[src/design/assert_macros.svh]
// Assertion macros shared by the packer's RTL.
`ifndef ASSERT_MACROS_SVH
`define ASSERT_MACROS_SVH

// Property that must hold at every clock edge outside reset.
`define BP_ASSERT(label, prop, msg) \
	label: assert property (@(posedge clk) disable iff (!arst_n) (prop)) else $error(msg);

// Condition in one cycle implies an expression in the next.
`define BP_ASSERT_NEXT(label, cond, expr, msg) \
	label: assert property (@(posedge clk) disable iff (!arst_n) (cond) |=> (expr)) else $error(msg);

`endif

[src/design/bp128_pkg.sv]
// Types and constants shared by the 128-value bit packer.
package bp128_pkg;

	localparam int LANE_COUNT      = 4;
	localparam int WORD_W          = 32;
	localparam int BW_W            = 6;
	localparam int POS_W           = 5;
	localparam int SHIFT_W         = 5;
	localparam int ITEMS_PER_BLOCK = 32;

	localparam logic [BW_W-1:0] FULL_WIDTH = BW_W'(WORD_W);

	// register index, taken from paddr[2]
	localparam logic REG_BIT_WIDTH = 1'b0;

	typedef logic [WORD_W-1:0] word_t;
	typedef word_t [LANE_COUNT-1:0] lane_vec_t;

	// one classified request on its way from front to back
	typedef struct packed {
		lane_vec_t          val;    // lane values already masked to B bits
		logic [SHIFT_W-1:0] shift;  // bit offset inside the current word
		logic               emit;   // word completes with this request
		logic               spill;  // bits overflow into the next word
		logic               last;   // final request of a block
	} bp128_entry_t;

endpackage

[src/design/bp128_front.sv]
// Front end: accepts requests, masks lanes and works out offset and word events.
module bp128_front (
	input  logic                         clk,
	input  logic                         arst_n,
	input  logic [bp128_pkg::BW_W-1:0]   bit_width,
	input  logic                         item_valid,
	input  bp128_pkg::lane_vec_t         lanes,
	input  logic                         q_full,
	output logic                         item_ready,
	output logic                         push,
	output bp128_pkg::bp128_entry_t      entry
);
	import bp128_pkg::*;

	logic [POS_W-1:0]        item_index_q;
	logic [BW_W-1:0]         b;
	word_t                   mask;
	logic [POS_W+BW_W-1:0]   prod;
	logic [BW_W:0]           fill;

	assign item_ready = !q_full;
	assign push       = item_valid && !q_full;

	always_comb begin
		// widths above 32 saturate
		b    = (bit_width > FULL_WIDTH) ? FULL_WIDTH : bit_width;
		mask = (b >= FULL_WIDTH) ? {WORD_W{1'b1}} : ~({WORD_W{1'b1}} << b);
		prod = {{BW_W{1'b0}}, item_index_q} * {{POS_W{1'b0}}, b};
		entry.shift = prod[SHIFT_W-1:0];
		fill = {2'b00, entry.shift} + {1'b0, b};
		entry.emit  = (b != '0) && (fill >= (BW_W+1)'(WORD_W));
		entry.spill = (b != '0) && (fill > (BW_W+1)'(WORD_W));
		entry.last  = (item_index_q == POS_W'(ITEMS_PER_BLOCK - 1));
		for (int k = 0; k < LANE_COUNT; k++) begin
			entry.val[k] = lanes[k] & mask;
		end
	end

	// position wraps modulo the block length
	always_ff @(posedge clk or negedge arst_n) begin
		if (!arst_n) begin
			item_index_q <= '0;
		end else if (push) begin
			item_index_q <= item_index_q + 1'b1;
		end
	end

endmodule

[src/design/bp128_queue.sv]
// Short queue of classified requests between front and back.
module bp128_queue #(
	parameter int DEPTH = 4
) (
	input  logic                         clk,
	input  logic                         arst_n,
	input  logic                         push,
	input  bp128_pkg::bp128_entry_t      push_entry,
	input  logic                         pop,
	output logic                         full,
	output logic                         empty,
	output bp128_pkg::bp128_entry_t      head
);
	import bp128_pkg::*;

	localparam int PTR_W = (DEPTH > 1) ? $clog2(DEPTH) : 1;
	localparam int CNT_W = $clog2(DEPTH + 1);

	bp128_entry_t       mem_q [DEPTH];
	logic [PTR_W-1:0]   wr_ptr_q;
	logic [PTR_W-1:0]   rd_ptr_q;
	logic [CNT_W-1:0]   count_q;

	assign full  = (count_q == CNT_W'(DEPTH));
	assign empty = (count_q == '0);
	assign head  = mem_q[rd_ptr_q];

	always_ff @(posedge clk) begin
		if (push) begin
			mem_q[wr_ptr_q] <= push_entry;
		end
	end

	always_ff @(posedge clk or negedge arst_n) begin
		if (!arst_n) begin
			wr_ptr_q <= '0;
			rd_ptr_q <= '0;
			count_q  <= '0;
		end else begin
			if (push) begin
				wr_ptr_q <= (wr_ptr_q == PTR_W'(DEPTH - 1)) ? '0 : wr_ptr_q + 1'b1;
			end
			if (pop) begin
				rd_ptr_q <= (rd_ptr_q == PTR_W'(DEPTH - 1)) ? '0 : rd_ptr_q + 1'b1;
			end
			if (push && !pop) begin
				count_q <= count_q + 1'b1;
			end else if (pop && !push) begin
				count_q <= count_q - 1'b1;
			end
		end
	end

endmodule

[src/design/bp128_back.sv]
// Back end: per-lane accumulators and the output register.
module bp128_back (
	input  logic                         clk,
	input  logic                         arst_n,
	input  logic                         head_valid,
	input  bp128_pkg::bp128_entry_t      head,
	input  logic                         word_ready,
	output logic                         pop,
	output logic                         word_valid,
	output bp128_pkg::lane_vec_t         words,
	output logic                         block_end
);
	import bp128_pkg::*;

	lane_vec_t  part_q;
	lane_vec_t  words_q;
	logic       block_end_q;
	logic       valid_q;
	lane_vec_t  acc;
	lane_vec_t  acc_next;
	logic       can_out;
	logic [BW_W-1:0] rshift;

	assign can_out    = !valid_q || word_ready;
	assign pop        = head_valid && (!head.emit || can_out);
	assign word_valid = valid_q;
	assign words      = words_q;
	assign block_end  = block_end_q;

	always_comb begin
		rshift = FULL_WIDTH - {1'b0, head.shift};
		for (int k = 0; k < LANE_COUNT; k++) begin
			acc[k] = (head.shift == '0) ? head.val[k]
				: (part_q[k] | (head.val[k] << head.shift));
			acc_next[k] = head.spill ? (head.val[k] >> rshift) : acc[k];
		end
	end

	always_ff @(posedge clk or negedge arst_n) begin
		if (!arst_n) begin
			part_q  <= '0;
			valid_q <= 1'b0;
		end else begin
			if (pop) begin
				part_q <= acc_next;
			end
			if (pop && head.emit) begin
				valid_q <= 1'b1;
			end else if (word_ready) begin
				valid_q <= 1'b0;
			end
		end
	end

	always_ff @(posedge clk) begin
		if (pop && head.emit) begin
			words_q     <= acc;
			block_end_q <= head.last;
		end
	end

endmodule

[src/design/bit_pack_128.sv]
// A request is written into the queue first; its packed word is registered in the output register when it retires.
// Throughput: one request per cycle while the queue is not full; each lane's shift/OR is combinational.
// A 32-request block gives B words; the queue lets input run while output stalls.
// Reset (arst_n low, asynchronous): accumulators and block position clear, B = 32.
// No clearing pass; the block takes requests as soon as reset is released.
`include "assert_macros.svh"

module bit_pack_128 #(
	parameter int QUEUE_DEPTH = 4   // front/back decoupling queue, at least 2
) (
	input  logic        clk,
	input  logic        arst_n,
	// APB config port
	input  logic        psel,
	input  logic        penable,
	input  logic        pwrite,
	input  logic [2:0]  paddr,
	input  logic [31:0] pwdata,
	output logic [31:0] prdata,
	output logic        pready,
	// request channel
	input  logic        item_valid,
	output logic        item_ready,
	input  logic [31:0] lane_0,
	input  logic [31:0] lane_1,
	input  logic [31:0] lane_2,
	input  logic [31:0] lane_3,
	// packed word channel
	output logic        word_valid,
	input  logic        word_ready,
	output logic [31:0] word_lane_0,
	output logic [31:0] word_lane_1,
	output logic [31:0] word_lane_2,
	output logic [31:0] word_lane_3,
	output logic        block_end
);
	import bp128_pkg::*;

	logic [BW_W-1:0] bit_width_q;
	logic            cfg_wr;
	logic            push;
	logic            pop;
	logic            q_full;
	logic            q_empty;
	lane_vec_t       lanes;
	lane_vec_t       words;
	bp128_entry_t    push_entry;
	bp128_entry_t    head;

	// config: only register 0 exists; writes elsewhere are dropped
	assign pready = 1'b1;
	assign cfg_wr = psel && penable && pwrite && pready;
	assign prdata = (paddr[2] == REG_BIT_WIDTH) ? {{(32-BW_W){1'b0}}, bit_width_q} : '0;

	always_ff @(posedge clk or negedge arst_n) begin
		if (!arst_n) begin
			bit_width_q <= FULL_WIDTH;
		end else if (cfg_wr && (paddr[2] == REG_BIT_WIDTH)) begin
			bit_width_q <= pwdata[BW_W-1:0];
		end
	end

	assign lanes[0] = lane_0;
	assign lanes[1] = lane_1;
	assign lanes[2] = lane_2;
	assign lanes[3] = lane_3;

	assign word_lane_0 = words[0];
	assign word_lane_1 = words[1];
	assign word_lane_2 = words[2];
	assign word_lane_3 = words[3];

	// front: mask, offset and word-complete/spill flags per request
	bp128_front u_front (
		.clk        (clk),
		.arst_n     (arst_n),
		.bit_width  (bit_width_q),
		.item_valid (item_valid),
		.lanes      (lanes),
		.q_full     (q_full),
		.item_ready (item_ready),
		.push       (push),
		.entry      (push_entry)
	);

	bp128_queue #(
		.DEPTH (QUEUE_DEPTH)
	) u_queue (
		.clk        (clk),
		.arst_n     (arst_n),
		.push       (push),
		.push_entry (push_entry),
		.pop        (pop),
		.full       (q_full),
		.empty      (q_empty),
		.head       (head)
	);

	// back: accumulate per lane; non-emitting requests retire without output space
	bp128_back u_back (
		.clk        (clk),
		.arst_n     (arst_n),
		.head_valid (!q_empty),
		.head       (head),
		.word_ready (word_ready),
		.pop        (pop),
		.word_valid (word_valid),
		.words      (words),
		.block_end  (block_end)
	);

	// with a nonzero width, the last request of a block always closes a word exactly, with no spill
	`BP_ASSERT(a_last_closes_word, (push && push_entry.last && (bit_width_q != '0)) |-> (push_entry.emit && !push_entry.spill), "last request did not close a word")
	// a retired emitting request must show up in the output register
	`BP_ASSERT_NEXT(a_emit_reaches_out, (pop && head.emit), word_valid, "emitted word lost")
	// config write lands in the width register
	`BP_ASSERT_NEXT(a_cfg_write, (cfg_wr && (paddr[2] == REG_BIT_WIDTH)), (bit_width_q == $past(pwdata[BW_W-1:0])), "bit_width write lost")

endmodule

[config.mk]
export PLATFORM = sky130hd
export DESIGN_NAME = bit_pack_128
export DESIGN_NICKNAME = d
export VERILOG_FILES = /design/src/design/bp128_pkg.sv /design/src/design/bp128_front.sv /design/src/design/bp128_queue.sv /design/src/design/bp128_back.sv /design/src/design/bit_pack_128.sv
export VERILOG_INCLUDE_DIRS = /design/src /design/src/design
export SDC_FILE = /design/constraint.sdc
export NUM_CORES = 2
export LEC_CHECK = 0
export BUFFER_PORTS_ARGS = -buffer_cell sky130_fd_sc_hd__buf_2
export CORE_MARGIN = 5
export CORE_UTILIZATION = 40
export CTS_BUF_LIST = sky130_fd_sc_hd__clkbuf_4 sky130_fd_sc_hd__clkbuf_8
export DETAILED_ROUTE_END_ITERATION = 6
export SETUP_SLACK_MARGIN = 0.4
export SLEW_MARGIN = 0
export SYNTH_ARGS = -nofsm -noshare
export SYNTH_HDL_FRONTEND = slang
export SYNTH_SLANG_ARGS = --single-unit
[constraint.sdc]
create_clock -name clk -period 10.6 [get_ports clk]
set_input_delay 0.53 -clock clk [delete_from_list [all_inputs] [get_ports clk]]
set_output_delay 0.53 -clock clk [all_outputs]
set_load 0.02 [all_outputs]
==> metrics <==
outcome=complete, but fails checks; failing checks=design-rule violations; Die X=about 350 um; R2R depth=14; post-synthesis sequential area ratio=0.512; H-tree levels=4; r2r endpoint=u_back.part_q[90]; MaxCap Viol Count=0; flop-to-flop setup slack=between 3 and 4 ns; min Tclk post-route=between 7 and 8 ns; via-per-instance ratio=6.61; cells after synthesis=~3.8k; ys flop type=edfxtp_1; top cell type's share of synthesized area=0.433; warnings from Yosys=0; largest net degree at the start of global routing=between 100 and 150; crit-path max cell delay=approximately 0.99 ns; Congestion Overflow GR=0; CP dominant cell by count=buf_4; Layout area overhead=12.7%; Crit. End Element=flip-flop; synth unique cells=~90; vias in the first global route=around 36k; skew final=between 0.08 and 0.09 ns; FF-to-FF Start=u_queue.rd_ptr_q[0]; first-pass GRT wire length=272 mm; initial DRC count=about 6k; Initial Util=0.402; crit path DAT=8.07 ns; Yosys top cell by area=edfxtp_1; CP delay by family, top=buffers and inverters; Hold Crit Start=lane_1[31]; maximum clock rate=~140 MHz; share of cells above drive strength 1=0.258; CP max FO=55; mean routed wirelength per cell=34.6 um; Rel. slew slack=0.134; nets=approximately 4.2k; hpwl dp=between 100 and 150 mm; critical path type=flip-flop to flip-flop; top-count cell post-synth=edfxtp_1; Final TNS setup=0 ns; Core Area=around 120000 sq um; Total Wirelength=a little under 200 mm; Synth Register Bits=820; clock sink count=a little over 800; cell breakdown of the critical path=buf_4 -> mux4_4 -> inv_2 -> ha_2 -> and3_1 -> ha_4 -> buf_4 -> nor3_1 -> buf_4 -> nand2_1 -> o22ai_1 -> a2111oi_0 -> o2bb2ai_1 -> a221o_1; gp weighted congestion=~1.1; DIE HEIGHT=352 um; Mapped Area=46700 sq um; Reg clk slew, reported paths=~0.070 ns; Final setup viols=0; row count=125; kind of start point of the critical path=flip-flop; GRT Util Overall=0.310; DRC viols=30; worst hold path depth=2; TritonCTS Buffers=146; unrepaired setup endpoints after global routing=no; iteration count of the initial detailed-routing pass=7; Bufs on Longest Clock Path=3; # resized after CTS=0; via count=approximately 38k; initial antenna violation count=24; Hold Path Class=input port to flip-flop; Worst path slowest cell=mux4_4; number of synthesized flops with an enable pin=approximately 670; Root Buffer=clkbuf_8; worst path buffer plus inverter count=4; Worst Tran Pin Value=approximately 1.3 ns; ys async rst share=0.179; synth top area cells=edfxtp_1, mux4_2, dfrtp_1; antenna-violating nets left=0; CTS tree=built; synth cell count leaders=edfxtp_1, mux2i_1, nor2_1; Port Buf Inserts=between 200 and 300; Fin. Hold Viols=0; Tcrit/Tclk final=0.687; Die ar.=around 120000 sq um; fin. max-slew vios=0; clock latency on the worst-skew pair=around 0.89 ns; CP required=11.39 ns; Hold Path End=u_queue.mem_q[3][71]; IO Pins=approximately 330; Mean Syn Cell Area=12.4 sq um
-- how the worst max path moves through the flow --
stage / slack, ns / depth (start not counted) / endpoint / startpoint
3_5_place_dp: 3.66 / 14 / u_back.part_q[90] / u_queue.rd_ptr_q[0]
2_1_floorplan: 4.92 / 10 / u_back.block_end / u_queue.rd_ptr_q[0]
3_3_place_gp: 3.71 / 14 / u_back.part_q[90] / u_queue.rd_ptr_q[0]
4_1_cts: 3.59 / 14 / u_back.part_q[90] / u_queue.rd_ptr_q[0]
6_report: 3.32 / 14 / u_back.part_q[90] / u_queue.rd_ptr_q[0]
5_1_grt: 3.29 / 14 / u_back.part_q[90] / u_queue.rd_ptr_q[0]
-- metal layers --
layer,wire length [um],track usage,up-vias
met1,73000,0.405,18677
li1,-,-,15165
met2,81900,0.444,2923
met3,26600,0.110,728
met5,80,0,-
met4,14800,0.185,12
-- layout make-up --
| class | instances | area (sq um) |
|---|---|---|
| tap | 1524 | 1910 |
| clock buffer | 200 | 2480 |
| inverter | 39 | 155 |
| fill | 10772 | 63500 |
| sequential | 820 | 23900 |
| clock inverter | 58 | 581 |
| antenna | 19 | 47.5 |
| multi-input combinational | 2624 | 21300 |
| timing repair buffer | 387 | 2260 |
-- kinds of logic after synthesis --
kind of cell,share of synthesized area
AOI/OAI and AO/OA,0.124
xor gates and xnor gates,0.00391
adders and majority gates,0.00708
buffers and inverters,0.0380
DFF,0.512
muxes,0.221
other,0.000161
and+or+nand+nor,0.0946
-- placed cells by master, fill, tap and decap left out, drive strengths merged, types with 16 or more instances in the layout --
cell type,count
mux4,194
nand3,49
o211ai,30
buf,373
nor2b,87
nand2,272
a221oi,35
mux2,214
a31oi,51
a211oi,53
and2,80
a21o,21
nand2b,26
nor3,43
conb,27
edfxtp,673
and3,22
a22oi,31
a21oi,170
diode,19
clkinv,40
ha,20
a22o,20
o21ai,133
o22ai,65
or2,22
nor2,320
mux2i,352
o2bb2ai,16
o21a,32
clkbuf,200
dfrtp,146
inv,47
a221o,25
-- worst register-to-register path, cell delays in order, from the launching register on --
cell	delay, ns
dfrtp_4	0.40
buf_4	0.62
mux4_4	1.04
inv_2	0.93
ha_2	0.48
and3_1	0.23
ha_4	0.69
buf_4	0.69
nor3_1	0.25
buf_4	0.26
nand2_1	0.51
o22ai_1	0.21
a2111oi_0	0.40
o2bb2ai_1	0.25
a221o_1	0.20
-- what timing repair did --
action | in CTS | in global routing
hold endpoints to repair | 53 | 0
hold buffers | 14 | 0
setup endpoints to repair | 0 | 0
setup buffers | 0 | 0
-- registers in the layout, indices dropped and copies added (netlist names) --
| name | cells |
|---|---|
| u_back.block_end | 1 |
| u_back.word_valid | 1 |
| u_queue.count_q | 3 |
| u_back.part_q | 128 |
| u_queue.rd_ptr_q | 2 |
| u_queue.mem_q | 544 |
| u_front.item_index_q | 5 |
| bit_width_q | 6 |
| u_queue.wr_ptr_q | 2 |
| u_back.words | 128 |
-- stage by stage --
| stage | util | area, sq um | hold WS, ns | setup slack, ns | instances |
|---|---|---|---|---|---|
| final | 0.453 | 52600 | 0.0453 | 3.32 | 5671 |
| after global routing | 0.453 | 52500 | 0.0423 | 3.29 | 5654 |
| after CTS | 0.453 | 52500 | 0.000125 | 3.59 | 5652 |
| after detailed placement | 0.425 | 49300 | 0.469 | 3.66 | 5380 |
| after global placement | 0.425 | 49300 | 0.466 | 3.71 | 5380 |
| after floorplan | - | 46800 | 0.234 | 4.92 | 3803 |
Power is not shown: default switching activity piles up to over one toggle a cycle in this logic, so the estimate is an artifact.
